<file path="config.mk">
export PLATFORM = sky130hd
export DESIGN_NAME = shp_isqrt
export DESIGN_NICKNAME = d
export VERILOG_FILES = /design/src/hw/rtl/shp_pkg.sv /design/src/hw/rtl/shp_isqrt.sv
export SDC_FILE = /design/constraint.sdc
export NUM_CORES = 1
export LEC_CHECK = 0
export ABC_AREA = 0
export BUFFER_PORTS_ARGS = -buffer_cell sky130_fd_sc_hd__buf_4
export CAP_MARGIN = 15
export CORE_ASPECT_RATIO = 0.5
export CORE_MARGIN = 2
export CORE_UTILIZATION = 55
export CTS_CLUSTER_SIZE = 10
export DETAILED_ROUTE_END_ITERATION = 16
export MAX_ROUTING_LAYER = met4
export PLACE_DENSITY_LB_ADDON = 0.12
export SLEW_MARGIN = 10
export SYNTH_ARGS = -nofsm -noshare
export SYNTH_HDL_FRONTEND = slang
export SYNTH_SLANG_ARGS = --single-unit
</file>
<file path="constraint.sdc">
create_clock -name clk -period 9.5 [get_ports clk]
set_clock_uncertainty 0.1 [all_clocks]
set_input_delay 1.9 -clock clk [delete_from_list [all_inputs] [get_ports clk]]
set_output_delay 1.9 -clock clk [all_outputs]
set_load 0.03 [all_outputs]
</file>
<file path="src/hw/rtl/shp_pkg.sv">
`timescale 1ns / 1ps
`default_nettype none
// ----------------------------------------------------------------------------
// shp_pkg
// Shared constants, register codes and the CORDIC arctangent table.
// ----------------------------------------------------------------------------
package shp_pkg;

  localparam int SHP_INDEX_BITS    = 24;
  localparam int SHP_FRACTION_BITS = 24;
  localparam int CFG_DATA_BITS     = 24;
  localparam int CFG_INDEX_BITS    = 2;
  localparam int BASE_BITS         = 5;
  localparam int CORDIC_STEPS      = 30;
  localparam logic signed [32:0] CORDIC_GAIN = 33'sd652032874;

  typedef enum logic [CFG_INDEX_BITS-1:0] {
    REG_POINT_COUNT  = 2'd0,
    REG_BASE_POLAR   = 2'd1,
    REG_BASE_AZIMUTH = 2'd2,
    REG_UNUSED       = 2'd3
  } reg_index_t;

  // Arctangent of 2^-i in units of 2^-32 turn.
  function automatic logic [31:0] atan_turn(input logic [4:0] i);
    logic [31:0] a;
    case (i)
      5'd0:  a = 32'h20000000;
      5'd1:  a = 32'h12E4051E;
      5'd2:  a = 32'h09FB385B;
      5'd3:  a = 32'h051111D4;
      5'd4:  a = 32'h028B0D43;
      5'd5:  a = 32'h0145D7E1;
      5'd6:  a = 32'h00A2F61E;
      5'd7:  a = 32'h00517C55;
      5'd8:  a = 32'h0028BE53;
      5'd9:  a = 32'h00145F2F;
      5'd10: a = 32'h000A2F98;
      5'd11: a = 32'h000517CC;
      5'd12: a = 32'h00028BE6;
      5'd13: a = 32'h000145F3;
      5'd14: a = 32'h0000A2F9;
      5'd15: a = 32'h0000517D;
      5'd16: a = 32'h000028BE;
      5'd17: a = 32'h0000145F;
      5'd18: a = 32'h00000A30;
      5'd19: a = 32'h00000518;
      5'd20: a = 32'h0000028C;
      5'd21: a = 32'h00000146;
      5'd22: a = 32'h000000A3;
      5'd23: a = 32'h00000051;
      5'd24: a = 32'h00000029;
      5'd25: a = 32'h00000014;
      5'd26: a = 32'h0000000A;
      5'd27: a = 32'h00000005;
      5'd28: a = 32'h00000003;
      5'd29: a = 32'h00000001;
      default: a = 32'h00000000;
    endcase
    return a;
  endfunction

endpackage
`default_nettype wire

</file>
<file path="src/hw/rtl/shp_isqrt.sv">
`timescale 1ns / 1ps
`default_nettype none
// ----------------------------------------------------------------------------
// shp_isqrt
// Integer square root of a 61-bit value, one result bit per cycle.
// ----------------------------------------------------------------------------
module shp_isqrt (
  input  wire logic        clk,
  input  wire logic        rst,
  input  wire logic        start,
  input  wire logic [60:0] v_in,
  output logic             done,
  output logic [30:0]      root
);
  import shp_pkg::*;

  typedef enum logic {Q_IDLE, Q_RUN} qstate_t;

  qstate_t     state;
  logic [60:0] v;
  logic [60:0] res;
  logic [60:0] bt;
  logic [4:0]  cnt;
  logic [60:0] trial;

  assign trial = res + bt;
  assign root  = res[30:0];

  always_ff @(posedge clk) begin
    if (rst) begin
      state <= Q_IDLE;
      done  <= 1'b0;
    end else begin
      done <= 1'b0;
      case (state)
        Q_IDLE: begin
          if (start) begin
            v     <= v_in;
            res   <= '0;
            bt    <= 61'(1) << 60;
            cnt   <= '0;
            state <= Q_RUN;
          end
        end
        Q_RUN: begin
          if (v >= trial) begin
            v   <= v - trial;
            res <= (res >> 1) + bt;
          end else begin
            res <= res >> 1;
          end
          bt  <= bt >> 2;
          cnt <= cnt + 1'b1;
          if (cnt == 5'd30) begin
            done  <= 1'b1;
            state <= Q_IDLE;
          end
        end
        default: state <= Q_IDLE;
      endcase
    end
  end

endmodule
`default_nettype wire

</file>
==> key figures, run 1 <==
Run status
  – Status: completed

Routing
  – DR DRC count: 0
  – First DRT Iteration DRCs: 1349
  – Wirelength per Cell: 20.8 um
  – Pre-antenna DRT Iters: 7
  – Vias: 14000
  – Vias per inst: 6.41
  – Post-route ant nets: 0
  – Routed Wire Length: 45500 um

Global routing
  – Largest net degree at the start of global routing: 59
  – Gr ovfl total: 0
  – First-pass GRT wire length: 70000 um
  – Initial antenna violation count: 2
  – Vias in the first global route: 12700
  – GR Util All Layers: 30.8%

Finish
  – Nets: 1984
  – Filler cells: 2488
  – Share of cells above drive strength 1: 14.2%
  – Post-route cell area: 0.0170 mm2
  – Antenna Cells: 0
  – Area growth from synthesis to layout: 8.02%

Synthesis
  – Syn nets: 1973
  – YS warnings: 0
  – Cell taking the most area after synthesis: edfxtp_1
  – Post-synth EDFFs: 158
  – Seq/Total Area, Yosys: 30.4%
  – Synth Area per Inst: 8.81 um2
  – Library cells used by synthesis: 80
  – Largest cells by area after synthesis: edfxtp_1 30%, ha_1 10%, nand2_1 4.6%
  – Synth Cell Area: 0.0157 mm2
  – Ys async rst share: 0%
  – Flops & latches, synth: 160
  – Main synth FF type: edfxtp_1
  – Cells after synthesis: 1783
  – Count leader, synth: nand2_1
  – Most frequent cells after synthesis: 193 x nand2_1, 158 x edfxtp_1, 131 x a21oi_1, 125 x ha_1, 107 x nor2_1
  – Synth top area share: 30.2%

Die
  – Chip Width: 243 um
  – Die area: 0.0300 mm2
  – Starting Density: 56.3%
  – Die height: 124 um
  – Std cell rows: 43
  – Top-Level Pins: 96
  – Core box area: 0.0279 mm2

Critical path
  – Critical path capture point type: register
  – Kind of critical path: reg -> reg
  – Worst path required time: 9.55 ns
  – R2R Setup Slk: 2.30 ns
  – Worst Setup Start Kind: register
  – Critical path fanouts, max: 42
  – Critical Path AT: 7.25 ns

Pwr
  – Switching Fraction: 41.3%
  – Power share of the combinational group: 45.2%
  – Clock share of power: 23.5%
  – P_leak: 6.46 nW
  – Power Internal: 0.00179 W
  – P per Cell Area: 180 mW/mm2
  – Flop pwr share: 31.4%
  – Total net switching power: 0.00126 W
  – Max VDD drop: 0.150 mV
  – Power, Total: 0.00305 W

Clocking
  – Skew-Pair Late Insertion Delay: 0.46 ns
  – CTS H-tree lvls: 4
  – CTS root buf: clkbuf_16
  – TritonCTS clock tree: done
  – Number of instances resized during post-cts repair: 0
  – Post-CTS Hold Buffers: 0
  – Max Root-Sink Buffers: 2
  – CTS sink cnt: 160
  – Clk pin slew, worst setup/hold paths: 0.07 ns
  – Num CTS Buffers: 17
  – Post-CTS setup buffers: 0

STA
  – Fin. Hold Viols: 0
  – # setup viols final: 0
  – Slew margin rel.: 23.8%
  – Max Freq: 0.139 GHz
  – Final slew viol count: 0
  – Worst Tran Pin Value: 1.14 ns
  – Final min period: 7.20 ns
  – Min Hold Slack: 0.494 ns
  – Period utilization: 75.8%
  – RSZ-0062 raised after global routing: false
  – Setup TNS: 0 ns

Place
  – Placer Congestion: 1.06
  – Placed cell areas: 0.0164 mm2
  – Final HPWL from detailed placement: 33600 um
  – PortBufs: 95

Flow run
  – Maxcap violations: 0

Min path
  – HP Class: reg -> reg
final cells by class:
class	count	area, um2	share of cell area, %
multi-input cells	1466	10200	60.0
inverters	44	165	0.973
well taps	382	478	2.82
flip-flops and latches	160	4790	28.2
clock buffers	17	425	2.51
repair buffers	105	788	4.64
clock inverters	15	146	0.862
critical path, cell delays in order, from the launching register on:
cell,delay [ns]
edfxtp_1,0.42
ha_1,0.25
ha_1,0.22
a21oi_1,0.21
o21bai_1,0.11
a31o_2,0.27
a21boi_1,0.50
a22oi_1,0.24
o31ai_1,0.59
a21boi_0,0.23
xnor2_1,0.17
ha_1,0.46
nand4_1,0.18
nor4_1,0.72
nand3_1,0.16
nor4_1,0.58
a211oi_4,0.08
nand2_1,0.12
o21a_2,0.88
buf_4,0.38
metrics by stage:
stage,utilization [%],setup WS [ns],cells
2_1_floorplan,-,1.23,1783
3_3_place_gp,58.8,2.73,2157
3_5_place_dp,58.8,2.36,2157
4_1_cts,60.8,2.34,2189
5_1_grt,60.8,1.76,2189
6_report,60.8,2.30,2189
state kept, by name (all words and copies together), names as in the netlist:
| signal | count |
|---|---|
| cnt | 5 |
| bt | 31 |
| done | 1 |
| v | 61 |
| state | 1 |
| res | 61 |
routing by layer:
layer  GRT usage (%)  share of wire (%)  vias to the layer above
met2            48.7                 45                      550
met1            41.8                 46                     6721
met3            3.82                6.8                       55
met5               -                  0                        -
li1                -                  -                     6704
met4            9.16                1.8                        0
power by group through the flow:
stage | Sequential [W] | Clock [W] | Combinational, W
detailed placement | 0.000970 | 0 | 0.00135
CTS | 0.000956 | 0.000721 | 0.00136
floorplan | 0.000935 | 0 | 0.00106
global route | 0.000965 | 0.000746 | 0.00150
finish | 0.000957 | 0.000715 | 0.00138
global placement | 0.000969 | 0 | 0.00134
cell families after synthesis:
| kind of cell | after synthesis | share of synthesized area, % |
|---|---|---|
| AOI/OAI and AO/OA | 545 | 23.9 |
| xor gates and xnor gates | 131 | 7.30 |
| adders and majority gates | 126 | 10.1 |
| buffers and inverters | 157 | 4.86 |
| DFF | 160 | 30.4 |
| muxes | 74 | 5.05 |
| and+or+nand+nor | 590 | 18.3 |
placed cells by master, fill, tap and decap left out, types with 39 or more instances in the layout:
cell type,n
xnor2_1,62
o21ai_0,78
nand4_1,40
ha_1,125
mux2_2,42
nand3_1,43
and2_1,43
a21o_1,42
a31oi_1,56
buf_4,105
nand2_1,193
nand2b_1,39
nor3_1,41
inv_1,43
a21oi_1,131
edfxtp_1,158
xor2_1,69
nor2_1,106
final timing paths:
check	from	end	cells past startpoint
hold / removal	bt[16]	bt[14]	1
hold reg to reg	bt[16]	bt[14]	1
setup / recovery	res[0]	v[45]	19
setup reg to reg	res[0]	v[45]	19
Power figures use the tool's default switching activity.
==> inputs of run 2 (changes only) <==
Clock period 9.5 ns to 6.3 ns, I/O delays scaled along.
==> run 2 against run 1 <==
Against the previous run:
- flip-flop and latch count stayed put
- non-clock buffer count grew 17
- utilization increased by 1.2 points
- maximum frequency is 18% higher
- critical path depth rose by 1
- cell area increased by 2.0%
- clock-buffer cell count is 3 higher
- die area did not move
- critical path type unchanged
==> key figures, run 2 (synthesis results as in run 1) <==
Clocking
  – Clk pin slew, worst setup/hold paths: 0.07 ns (about the same)
  – CTS H-tree lvls: 4 (unchanged)
  – Num CTS Buffers: 17 (unchanged)
  – Max Root-Sink Buffers: 2 (unchanged)
  – Skew-Pair Late Insertion Delay: 0.45 ns (about the same)
  – TritonCTS clock tree: done
  – CTS sink cnt: 160 (unchanged)
  – CTS root buf: clkbuf_16

STA
  – Min Hold Slack: 0.503 ns (+0.00897 ns)
  – Final slew viol count: 0 (unchanged)
  – Setup ws final: 0.188 ns (-2.11 ns)
  – Period utilization: 97.0% (+21 points)
  – Final min period: 6.11 ns (-1.09 ns)
  – Worst Tran Pin Value: 0.947 ns (-0.196 ns)
  – Max Freq: 0.164 GHz (+18%)
  – Slew margin rel.: 36.9% (+13 points)
  – Fin. Hold Viols: 0 (unchanged)
  – # setup viols final: 0 (unchanged)

Die
  – Starting Density: 56.3% (unchanged)
  – Std cell rows: 43 (unchanged)
  – Top-Level Pins: 96 (unchanged)
  – Die height: 124 um (unchanged)
  – Chip Width: 243 um (unchanged)
  – Core box area: 0.0279 mm2 (unchanged)
  – Die area: 0.0300 mm2 (unchanged)

Routing
  – Post-route ant nets: 0 (unchanged)
  – Routed Wire Length: 45100 um (-0.95%)
  – Wirelength per Cell: 20.4 um (-1.7%)
  – Vias per inst: 6.41 (about the same)
  – Pre-antenna DRT Iters: 5 (-2)
  – Vias: 14200 (+0.86%)
  – DR DRC count: 0 (unchanged)
  – First DRT Iteration DRCs: 1512 (+12%)

Finish
  – Most frequent cells in the layout: 193 x nand2_1, 158 x edfxtp_1, 130 x a21oi_1, 124 x ha_1, 117 x buf_4
  – Filler cells: 2434 (-2.2%)
  – Area growth from synthesis to layout: 10.2%
  – Antenna Cells: 0 (unchanged)
  – Nets: 2001 (+0.86%)
  – Top flop regs: res x61, v x61, bt x31
  – Most common cell after layout, fill and taps aside: nand2_1
  – Share of cells above drive strength 1: 15.4% (+1.2 points)

Global routing
  – Gr ovfl total: 0 (unchanged)
  – Initial antenna violation count: 2 (unchanged)
  – GR Util All Layers: 30.4% (-0.41 points)
  – Vias in the first global route: 13100 (+3.1%)
  – Largest net degree at the start of global routing: 94 (+59%)
  – First-pass GRT wire length: 69800 um (-0.27%)

Critical path
  – Kind of critical path: reg -> reg
  – Critical Path AT: 6.22 ns (-1.03 ns)
  – Critical path capture point type: register
  – Critical path fanouts, max: 8 (-81%)
  – Worst path required time: 6.41 ns (-3.14 ns)
  – Worst Setup Start Kind: register

Pwr
  – Clock share of power: 24.5% (+1.0 points)
  – Power share of the combinational group: 45.2% (about the same)
  – P per Cell Area: 272 mW/mm2 (+52%)
  – Switching Fraction: 39.8% (-1.5 points)
  – Power Internal: 0.00284 W (+59%)
  – Total net switching power: 0.00188 W (+49%)
  – Flop pwr share: 30.3% (-1.1 points)
  – Max VDD drop: 0.203 mV (+35%)
  – P_leak: 6.58 nW (+2.0%)

Flow run
  – Maxcap violations: 0 (unchanged)

Place
  – Final HPWL from detailed placement: 33200 um (-1.3%)
  – Post-Place Setup Slack: 0.142 ns (-2.22 ns)
  – PortBufs: 95 (unchanged)
  – Placer Congestion: 1.03 (-3.0%)

Min path
  – HP Class: reg -> reg

Run status
  – Status: completed
## run 2: worst paths after layout
kind / slack (ns) / startpoint / to / depth (start not counted)
worst max-delay path: 0.19 / res[4] / v[45] / 20
worst max register to register: 0.19 / res[4] / v[45] / 20
worst min register to register: 0.50 / bt[16] / bt[14] / 1
worst min-delay path: 0.50 / bt[16] / bt[14] / 1
## run 2: through the flow
step | util [%] | instance area, um2 | total power, W | cells | TNS [ns]
detailed placement | 59.4 | 16600 | 0.00352 | 2171 | 0
finish | 62.0 | 17300 | 0.00471 | 2206 | 0
global placement | 59.4 | 16600 | 0.00347 | 2171 | 0
floorplan | - | 15800 | 0.00301 | 1783 | 0
global route | 62.0 | 17300 | 0.00496 | 2206 | -4.62
CTS | 61.6 | 17200 | 0.00467 | 2203 | 0
## run 2: layer usage
| layer | wire length (um) | vias up | track usage (%) |
|---|---|---|---|
| met3 | 3470 | 56 | 3.71 |
| met1 | 20000 | 6817 | 40.8 |
| met5 | 0 | - | - |
| met4 | 764 | 0 | 8.47 |
| met2 | 20800 | 553 | 49.0 |
| li1 | - | 6724 | - |
## run 2: cell type report
cell class	count	area [um2]	area share (%)
clock inverters	12	184	1.06
well taps	382	478	2.76
repair buffers	122	986	5.69
multi-input cells	1466	10300	59.4
clock buffers	20	437	2.52
inverters	44	165	0.954
flip-flops and latches	160	4790	27.6
## run 2: power groups by stage
stage	sequential [W]	combinational (W)	clock, W
after CTS	0.00143	0.00208	0.00116
after detailed placement	0.00145	0.00207	0
after global placement	0.00145	0.00202	0
final	0.00143	0.00213	0.00115
after global routing	0.00144	0.00233	0.00120
after floorplan	0.00141	0.00160	0
## run 2: critical path: stages (launching register included)
cell       delay [ns]
edfxtp_1         0.51
ha_1             0.37
nand2_1          0.09
a21oi_1          0.29
nand2_1          0.18
o31ai_2          0.34
a21oi_1          0.19
o21ai_1          0.26
buf_4            0.17
xnor2_1          0.06
ha_1             0.43
and4_1           0.25
nand3_1          0.12
a311o_1          0.36
a311o_1          0.48
a2111oi_0        0.76
buf_4            0.24
o31ai_1          0.11
o21ai_1          0.17
xor2_1           0.10
mux2_2           0.27
## run 2: timing repair
item / in CTS / in global routing
endpoints found under the setup margin: 0 / 126
buffers inserted: 0 / 2
gates resized for setup: 0 / 13
hold buffers: 0 / 0
