`src/hw/rtl/shp_pkg.sv`:
```
`timescale 1ns / 1ps
`default_nettype none
// ----------------------------------------------------------------------------
// shp_pkg
// Shared constants, register codes and the CORDIC arctangent table.
// ----------------------------------------------------------------------------
package shp_pkg;

  localparam int SHP_INDEX_BITS    = 24;
  localparam int SHP_FRACTION_BITS = 24;
  localparam int CFG_DATA_BITS     = 24;
  localparam int CFG_INDEX_BITS    = 2;
  localparam int BASE_BITS         = 5;
  localparam int CORDIC_STEPS      = 30;
  localparam logic signed [32:0] CORDIC_GAIN = 33'sd652032874;

  typedef enum logic [CFG_INDEX_BITS-1:0] {
    REG_POINT_COUNT  = 2'd0,
    REG_BASE_POLAR   = 2'd1,
    REG_BASE_AZIMUTH = 2'd2,
    REG_UNUSED       = 2'd3
  } reg_index_t;

  // Arctangent of 2^-i in units of 2^-32 turn.
  function automatic logic [31:0] atan_turn(input logic [4:0] i);
    logic [31:0] a;
    case (i)
      5'd0:  a = 32'h20000000;
      5'd1:  a = 32'h12E4051E;
      5'd2:  a = 32'h09FB385B;
      5'd3:  a = 32'h051111D4;
      5'd4:  a = 32'h028B0D43;
      5'd5:  a = 32'h0145D7E1;
      5'd6:  a = 32'h00A2F61E;
      5'd7:  a = 32'h00517C55;
      5'd8:  a = 32'h0028BE53;
      5'd9:  a = 32'h00145F2F;
      5'd10: a = 32'h000A2F98;
      5'd11: a = 32'h000517CC;
      5'd12: a = 32'h00028BE6;
      5'd13: a = 32'h000145F3;
      5'd14: a = 32'h0000A2F9;
      5'd15: a = 32'h0000517D;
      5'd16: a = 32'h000028BE;
      5'd17: a = 32'h0000145F;
      5'd18: a = 32'h00000A30;
      5'd19: a = 32'h00000518;
      5'd20: a = 32'h0000028C;
      5'd21: a = 32'h00000146;
      5'd22: a = 32'h000000A3;
      5'd23: a = 32'h00000051;
      5'd24: a = 32'h00000029;
      5'd25: a = 32'h00000014;
      5'd26: a = 32'h0000000A;
      5'd27: a = 32'h00000005;
      5'd28: a = 32'h00000003;
      5'd29: a = 32'h00000001;
      default: a = 32'h00000000;
    endcase
    return a;
  endfunction

endpackage
`default_nettype wire

```
`src/hw/rtl/shp_radinv.sv`:
```
`timescale 1ns / 1ps
`default_nettype none
// ----------------------------------------------------------------------------
// shp_radinv
// Radical inverse unit: bit-serial digit extraction, then long division.
// ----------------------------------------------------------------------------
module shp_radinv #(
  parameter int IB = 24,
  parameter int FB = 24
) (
  input  wire logic          clk,
  input  wire logic          rst,
  input  wire logic          start,
  input  wire logic [IB-1:0] k,
  input  wire logic [4:0]    base,
  output logic               done,
  output logic [31:0]        frac
);
  import shp_pkg::*;

  localparam int NW = IB + BASE_BITS;
  localparam int MX = (IB > FB) ? IB : FB;
  localparam int CW = $clog2(MX);

  typedef enum logic [1:0] {R_IDLE, R_DIV, R_UPD, R_FRAC} rstate_t;

  rstate_t         state;
  logic [IB-1:0]   kq;
  logic [4:0]      rr;
  logic [4:0]      b;
  logic [CW-1:0]   cnt;
  logic [NW-1:0]   num;
  logic [NW-1:0]   den;
  logic [FB-1:0]   quo;

  logic [5:0]      dsh;
  logic            dge;
  logic [NW:0]     fsh;
  logic            fge;
  logic [NW-1:0]   num_next;
  logic [NW-1:0]   den_next;

  always_comb begin
    dsh      = {rr, kq[IB-1]};
    dge      = dsh >= {1'b0, b};
    fsh      = {num, 1'b0};
    fge      = fsh >= {1'b0, den};
    num_next = NW'(num * b) + NW'(rr);
    den_next = NW'(den * b);
  end

  assign frac = 32'(quo) << (32 - FB);

  always_ff @(posedge clk) begin
    if (rst) begin
      state <= R_IDLE;
      done  <= 1'b0;
    end else begin
      done <= 1'b0;
      case (state)
        R_IDLE: begin
          if (start) begin
            kq    <= k;
            b     <= (base < 5'd2) ? 5'd2 : base;
            rr    <= '0;
            cnt   <= '0;
            num   <= '0;
            den   <= NW'(1);
            state <= R_DIV;
          end
        end
        R_DIV: begin
          // one quotient bit of k / b per cycle
          rr  <= dge ? 5'(dsh - {1'b0, b}) : dsh[4:0];
          kq  <= {kq[IB-2:0], dge};
          cnt <= cnt + 1'b1;
          if (cnt == CW'(IB - 1)) state <= R_UPD;
        end
        R_UPD: begin
          num <= num_next;
          den <= den_next;
          rr  <= '0;
          cnt <= '0;
          if (kq == '0) begin
            quo   <= '0;
            state <= R_FRAC;
          end else begin
            state <= R_DIV;
          end
        end
        R_FRAC: begin
          // num doubles as the division remainder here
          num <= fge ? NW'(fsh - {1'b0, den}) : fsh[NW-1:0];
          quo <= {quo[FB-2:0], fge};
          cnt <= cnt + 1'b1;
          if (cnt == CW'(FB - 1)) begin
            done  <= 1'b1;
            state <= R_IDLE;
          end
        end
        default: state <= R_IDLE;
      endcase
    end
  end

endmodule
`default_nettype wire

```
`config.mk`:
```
export PLATFORM = sky130hd
export DESIGN_NAME = shp_radinv
export DESIGN_NICKNAME = d
export VERILOG_FILES = /design/src/hw/rtl/shp_pkg.sv /design/src/hw/rtl/shp_radinv.sv
export SDC_FILE = /design/constraint.sdc
export NUM_CORES = 1
export LEC_CHECK = 0
export BUFFER_PORTS_ARGS = -buffer_cell sky130_fd_sc_hd__buf_2
export CORE_ASPECT_RATIO = 0.5
export CORE_MARGIN = 2
export CORE_UTILIZATION = 25
export CTS_CLUSTER_DIAMETER = 100
export DETAILED_ROUTE_END_ITERATION = 10
export SETUP_SLACK_MARGIN = 0.05
export SLEW_MARGIN = 10
export SYNTH_ARGS = -nofsm -noshare
export SYNTH_HDL_FRONTEND = slang
export SYNTH_SLANG_ARGS = --single-unit
export TNS_END_PERCENT = 50
```
`constraint.sdc`:
```
create_clock -name clk -period 7.4 [get_ports clk]
set_input_delay 0.74 -clock clk [delete_from_list [all_inputs] [get_ports clk]]
set_output_delay 0.74 -clock clk [all_outputs]
set_load 0.01 [all_outputs]
```
==> results of run 1 <==
cell type report:
type | count | area, sq um | share of cell area [%]
clock buffer | 17 | 425.4 | 2.551
clock inverter | 15 | 150.1 | 0.9003
inverter | 263 | 987.2 | 5.919
multi-input combinational | 1219 | 10030 | 60.12
sequential | 124 | 3694 | 22.15
tap | 812 | 1016 | 6.092
timing repair buffer | 69 | 377.9 | 2.266
Yosys cell counts, drive strengths merged (8+ instances only):
cell type  instances
inv              261
nand2            185
fa               154
and2             143
nor2             137
edfxtp           121
ha               121
a21oi             82
clkbuf            54
xnor2             51
o21ai             44
xor2              40
a21o              38
and3              31
o22ai             17
buf               16
nor3              16
nand4             13
nand3             12
nor2b             12
a31oi             11
a211oi             9
mux2i              9
nand2b             9
o21a               9
o21bai             8
power by group through the flow:
stage          sequential, mW  clock [mW]  combinational, mW
2_1_floorplan           0.838           0              0.933
3_3_place_gp            0.856           0               1.16
3_5_place_dp            0.856           0               1.16
4_1_cts                 0.841       0.860               1.18
5_1_grt                 0.845       0.883               1.35
6_report                0.841       0.841               1.18
worst paths after layout:
path,end,slack [ns],cells past startpoint
max,den[28]$_SDFFCE_PN0P_,1.64,19
min,b[4]$_SDFFCE_PN0P_,0.52,1
max reg2reg,den[28]$_SDFFCE_PN0P_,1.64,19
min reg2reg,kq[16]$_DFFE_PP_,0.54,2
critical path, cell delays in order, from the launching register on:
cell      delay (ns)
edfxtp_1        0.83
inv_2           0.24
nor2_1          0.20
fa_1            0.46
fa_1            0.55
inv_1           0.06
fa_1            0.54
inv_1           0.05
ha_1            0.29
o21ai_0         0.28
o211ai_1        0.17
a41o_1          0.30
a211o_1         0.27
a21o_1          0.21
a31oi_2         0.25
o21ai_1         0.16
a211oi_2        0.31
o21ai_1         0.13
xnor2_1         0.16
nor2_1          0.05
kinds of logic after synthesis:
family,count (synthesis),synth area share (%)
mux,9,0.6024
fa+ha+maj,275,30.74
xor+xnor,91,5.329
buf+inv,333,8.634
simple gates,582,19.05
flops,124,24.70
other cells,1,0.02507
compound gates,254,10.93
sequential cells by signal (all words and copies together) (netlist names):
signal	count
b	5
cnt	5
den	29
done	1
kq	24
num	29
quo	24
rr	5
state	2
metal layers:
metal | share of wire (%) | wire length (microns)
met1 | 52 | 17980
met2 | 44 | 15070
met3 | 2.8 | 950
met4 | 1.3 | 444
met5 | 0 | 0
layout by cell type (no fill, tap or decap), types with 16 or more instances in the layout:
cell type and n:
inv_1 260, nand2_1 185, fa_1 154, and2_1 143
nor2_1 134, ha_1 121, edfxtp_1 121, a21oi_1 82
buf_2 56, xnor2_1 51, o21ai_0 40, xor2_1 40
a21o_1 38, and3_1 31, o22ai_1 17, clkbuf_16 17
nor3_1 16
==> impl_metrics.py, run 1 <==
metrics = {
    "pwr": {
        "sw_frac_of_total_pct": 38.87,
        "peakVddDrop_mv": 0.1538,
        "total_leakage_power_nw": 7.681,
        "p_int_mw": 1.748,
        "powerDensity_mw_per_mm2": 171.5,
        "combPwrFrac_pct": 41.2,
        "power_switching_mw": 1.112,
        "seq_power_share_pct": 29.4,
        "clockPowerShare_pct": 29.4,
        "p_total_mw": 2.860,
    },
    "synth": {
        "synth_area_leaders": "edfxtp_1 24%, fa_1 21%, ha_1 10%",
        "synth.distinct_cells": 66,
        "synth_edf_count": 121,
        "syn_inst": 1669,
        "synth_top_area_cell": "edfxtp_1",
        "ys_warn_count": 0,
        "synth-seq-cells": 124,
        "ys_seq_area_share_pct": 24.70,
        "yosysTopAreaCellShare_pct": 24.30,
        "async_reset_ff_share_pct": 0,
        "synth_area_per_cell_sq_um": 8.961,
        "syn_area_sq_mm": 0.01496,
        "synthFlopType": "edfxtp_1",
    },
    "clock_tree": {
        "clk_pin_slew_ns": 0.07,
        "ctsResizeCount": 0,
        "numCtsBuffers": 17,
        "htree_levels": 4,
        "cts_sinks": 124,
        "hold_buffers": 0,
        "cts_root_buf": "clkbuf_16",
        "clock_path_buffers": 2,
        "tritoncts": "yes",
        "insertion_delay_ns": 0.43,
        "post_cts.repair.setup_buffers": 0,
    },
    "sta": {
        "tightest_slew_ns": 1.166,
        "drv_slew": 0,
        "finalWorstSetupSlack_ns": 1.639,
        "max_freq_mhz": 173.6,
        "fin_tns_setup_ns": 0,
        "rsz0062_at_grt": "false",
        "max_slew_margin_pct": 22.16,
        "period_needed_ns": 5.761,
        "hold_ws_ns": 0.5233,
        "fin_worst_skew_ns": 0.01417,
        "setup_viol": 0,
        "timing.final.crit_share_pct": 77.85,
        "finalHoldViolations": 0,
    },
    "routing": {
        "num_vias": 11170,
        "drt-pass1-iter-count": 7,
        "wl_per_cell_microns": 13.67,
        "postRouteAntennaNets": 0,
        "routed_wl_microns": 34450,
        "drt-initial-drc-count": 658,
        "vias_per_cell": 4.435,
        "drc": 0,
    },
    "floorplanning": {
        "io_pins": 65,
        "die_area_sq_mm": 0.06191,
        "rows": 63,
        "floorplan.die.width_microns": 349.9,
        "start_util_pct": 25.26,
        "core_sq_mm": 0.05920,
        "fp.dieH_microns": 177.0,
    },
    "global_routing": {
        "met3_usage_pct": 1.219,
        "met1_usage_pct": 16.81,
        "grtUsageMet2_pct": 18.06,
        "antenna_found_initial": 0,
        "grt_max_degree": 56,
        "grt_pass1_vias": 11310,
        "busiest_layer": "met2",
        "grt_pass1_wl_microns": 58330,
        "gr-total-overflow": 0,
        "grtUsageTotal_pct": 11.50,
    },
    "worst_hold_path": {
        "hp-class": "input pin to flop",
        "min-delay-start": "base[4]",
    },
    "layout": {
        "fin_nets": 2001,
        "final_area_sq_mm": 0.01668,
        "antennaDiodeCount": 0,
        "layout-drive-gt1-share_pct": 6.971,
        "final_core_util_pct": 28.17,
        "synthToLayoutAreaGrowth_pct": 11.51,
        "fill_cells": 6288,
        "fin_cells": 2519,
    },
    "critical_path": {
        "criticalPathCategory": "flop to flop",
        "crit_start": "b[3]$_SDFFCE_PN0P_",
        "crit_path_max_fanout": 20,
        "start_kind": "flop",
        "end_kind": "flop",
        "r2r_start": "b[3]$_SDFFCE_PN0P_",
        "worstPathRequired_ns": 7.56,
        "arrival_ns": 5.92,
    },
    "run": {
        "drv_cap": 0,
    },
    "place": {
        "placed_area_sq_mm": 0.01610,
        "gp_congestion": 0.8355,
        "dpl.cell_count": 2487,
        "pre_cts_ws_ns": 1.624,
        "port_buffers": 56,
        "dp_hpwl_microns": 25860,
    },
    "outcome": {
        "status": "finished clean",
    },
}
No activity file was read; power rests on OpenSTA's default activity.
==> inputs of run 2 (changes only) <==
Settings changed: ABC_AREA set to 1.
Clock period 7.4 ns to 4.7 ns, I/O delays scaled along.
==> run 2 against run 1 <==
Routed wire length grew 35%; global-route usage grew 1.9 points; clock-buffer cell count grew 3; die area grew 15%; maximum frequency grew 28%; synthesized area grew 15%; worst hold slack lost 0.30 ns; synthesized cell count grew 51%; combinational power grew 72%.
==> impl_metrics.py, run 2 <==
metrics = {
    "clock_tree": {
        "insertion_delay_ns": 0.45,
        "htree_levels": 4,
        "cts_root_buf": "clkbuf_16",
        "clock_path_buffers": 2,
        "clk_pin_slew_ns": 0.06,
        "tritoncts": "yes",
        "cts_sinks": 124,
        "numCtsBuffers": 17,
    },
    "pwr": {
        "powerDensity_mw_per_mm2": 246.7,
        "peakVddDrop_mv": 0.1915,
        "p_total_mw": 4.736,
        "clockPowerShare_pct": 29.0,
        "sw_frac_of_total_pct": 41.31,
        "total_leakage_power_nw": 10.78,
        "p_int_mw": 2.780,
        "power_switching_mw": 1.957,
        "seq_power_share_pct": 28.1,
        "combPwrFrac_pct": 42.9,
    },
    "critical_path": {
        "rr_endpoint": "num[27]$_DFFE_PP_",
        "crit_start": "b[3]$_SDFFCE_PN0P_",
        "endpoint": "num[27]$_DFFE_PP_",
        "reg2reg_slack_ns": 0.20,
        "crit_path_max_fanout": 13,
        "worstPathRequired_ns": 4.90,
        "criticalPathCategory": "flop to flop",
        "crit_chain": "buf_4 -> buf_6 -> nand2_1 -> inv_1 -> fa_1 -> inv_1 -> fa_1 -> fa_1 -> inv_1 -> ha_1 -> nand2_1 -> nor3_2 -> nand2_1 -> nor3_1 -> nand2_1 -> nand2_1 -> nand2_1 -> nand3_1 -> nand2_1",
        "slowest_stage": "fa_1",
        "path_depth": 19,
        "start_kind": "flop",
        "cpPeakStageDelay_ns": 0.54,
        "worstRegToRegCells": 19,
        "end_kind": "flop",
        "cp_top_family": "adder cells",
        "critical_path_buf_inv_count": 5,
        "arrival_ns": 4.70,
        "cpMostUsedCell": "nand2_1",
        "r2r_start": "b[3]$_SDFFCE_PN0P_",
    },
    "sta": {
        "finalHoldViolations": 0,
        "rsz0062_at_grt": "true",
        "max_slew_margin_pct": 24.28,
        "hold_ws_ns": 0.2198,
        "finalWorstSetupSlack_ns": 0.2015,
        "fin_worst_skew_ns": 0.01721,
        "tightest_slew_ns": 1.125,
        "max_freq_mhz": 222.3,
        "setup_viol": 0,
        "period_needed_ns": 4.499,
        "drv_slew": 0,
        "timing.final.crit_share_pct": 95.71,
        "fin_tns_setup_ns": 0,
    },
    "layout": {
        "fin_nets": 2863,
        "ff_latch_area_sq_mm": 0.003694,
        "top_regs": "den (29), num (29)",
        "layout_common_cells": "716 x nand2_1, 654 x inv_1, 181 x nor2_1",
        "multi_input_area_sq_mm": 0.01080,
        "fill_cells": 7437,
        "layout-drive-gt1-share_pct": 5.878,
        "fin_cells": 3466,
        "antennaDiodeCount": 0,
        "synthToLayoutAreaGrowth_pct": 11.42,
        "final_common_cell": "nand2_1",
    },
    "outcome": {
        "status": "finished clean",
    },
    "place": {
        "gp_congestion": 0.9347,
        "pre_cts_ws_ns": 0.06542,
        "dpl.cell_count": 3434,
        "port_buffers": 56,
        "dp_hpwl_microns": 37620,
    },
    "routing": {
        "drt-initial-drc-count": 919,
        "routed_wl_microns": 46490,
        "postRouteAntennaNets": 0,
        "vias_per_cell": 4.395,
        "wl_per_cell_microns": 13.41,
        "num_vias": 15230,
        "drc": 0,
        "drt-pass1-iter-count": 5,
    },
    "floorplanning": {
        "rows": 67,
        "die_area_sq_mm": 0.07116,
        "floorplan.die.width_microns": 375.3,
        "core_sq_mm": 0.06757,
        "io_pins": 65,
        "start_util_pct": 25.50,
        "fp.dieH_microns": 189.6,
    },
    "synth": {
        "syn_inst": 2512,
        "synthMostInstantiatedCell": "nand2_1",
        "synth_area_per_cell_sq_um": 6.859,
        "synthFlopType": "edfxtp_1",
        "ys_seq_area_share_pct": 21.44,
        "synthTopCellsByCount": "716 x nand2_1, 654 x inv_1, 186 x nor2_1",
        "yosysTopAreaCellShare_pct": 21.09,
        "synth_top_area_cell": "edfxtp_1",
        "synth.distinct_cells": 47,
        "synth-seq-cells": 124,
        "async_reset_ff_share_pct": 0,
        "syn_area_sq_mm": 0.01723,
        "synth_edf_count": 121,
        "synth_area_leaders": "edfxtp_1 21%, fa_1 18%, nand2_1 16%",
        "ys_warn_count": 0,
    },
    "run": {
        "drv_cap": 0,
    },
    "global_routing": {
        "antenna_found_initial": 0,
        "gr-total-overflow": 0,
        "grt_pass1_vias": 15220,
        "grtUsageTotal_pct": 13.40,
        "grt_pass1_wl_microns": 76980,
        "grt_max_degree": 49,
    },
    "worst_hold_path": {
        "hp-class": "input pin to flop",
    },
}
-- run 2: layer usage --
| layer | track usage (%) | vias up | share of wire (%) | wire (microns) |
|---|---|---|---|---|
| li1 | - | 7677 | - | - |
| met1 | 18.32 | 7233 | 48 | 22520 |
| met2 | 22.56 | 280 | 46 | 21340 |
| met3 | 1.555 | 44 | 4.1 | 1904 |
| met4 | 3.367 | 0 | 1.6 | 731 |
| met5 | 0 | - | 0 | 0 |
-- run 2: cell type report --
class	instances	area share [%]
multi-input cells	1669	56.24
flip-flops and latches	124	19.24
inverters	662	12.94
well taps	897	5.847
repair buffers	82	2.627
clock buffers	20	2.379
clock inverters	12	0.7170
-- run 2: cell families after synthesis --
kind of cell / Yosys count / share of synthesized area, %
AOI/OAI and AO/OA: 255 / 8.047
xor gates and xnor gates: 27 / 1.373
adders and majority gates: 275 / 26.68
buffers and inverters: 726 / 16.19
DFF: 124 / 21.44
other: 1 / 0.02177
and+or+nand+nor: 1104 / 26.25
-- run 2: worst min-delay path by stage --
stage	start	endpoint	cells after the start
global placement	kq[22]$_DFFE_PP_	kq[23]$_DFFE_PP_	2
global route	base[2]	b[2]$_SDFFCE_PN0P_	1
detailed placement	kq[22]$_DFFE_PP_	kq[23]$_DFFE_PP_	2
floorplan	state[1]$_SDFFE_PP0P_	done$_SDFF_PP0_	2
finish	base[2]	b[2]$_SDFFCE_PN0P_	1
CTS	base[2]	b[2]$_SDFFCE_PN0P_	1
-- run 2: worst register-to-register path, cell delays in order (launching register included) --
cell and delay (ns):
edfxtp_1 0.43, buf_4 0.22, buf_6 0.18, nand2_1 0.07, inv_1 0.06, fa_1 0.50
inv_1 0.06, fa_1 0.50, fa_1 0.54, inv_1 0.04, ha_1 0.42, nand2_1 0.18
nor3_2 0.24, nand2_1 0.13, nor3_1 0.20, nand2_1 0.18, nand2_1 0.11, nand2_1 0.05
nand3_1 0.09, nand2_1 0.06
-- run 2: power groups by stage --
stage	logic [mW]	clock network [mW]	registers (mW)
finish	2.03	1.37	1.33
global route	2.35	1.44	1.34
CTS	2.03	1.40	1.33
detailed placement	2.01	0	1.35
global placement	2.00	0	1.35
floorplan	1.51	0	1.32
-- run 2: through the flow --
stage | util, % | instance area (sq um)
2_1_floorplan | - | 17260
3_3_place_gp | 27.51 | 18590
3_5_place_dp | 27.51 | 18590
4_1_cts | 28.39 | 19180
5_1_grt | 28.41 | 19200
6_report | 28.41 | 19200
-- run 2: timing repair --
action / 4_1_cts / 5_1_grt
hold buffers: 0 / 0
setup buffers: 0 / 0
gates resized for setup: 0 / 4
endpoints found under the hold margin: 0 / 0
setup endpoints to repair: 0 / 5
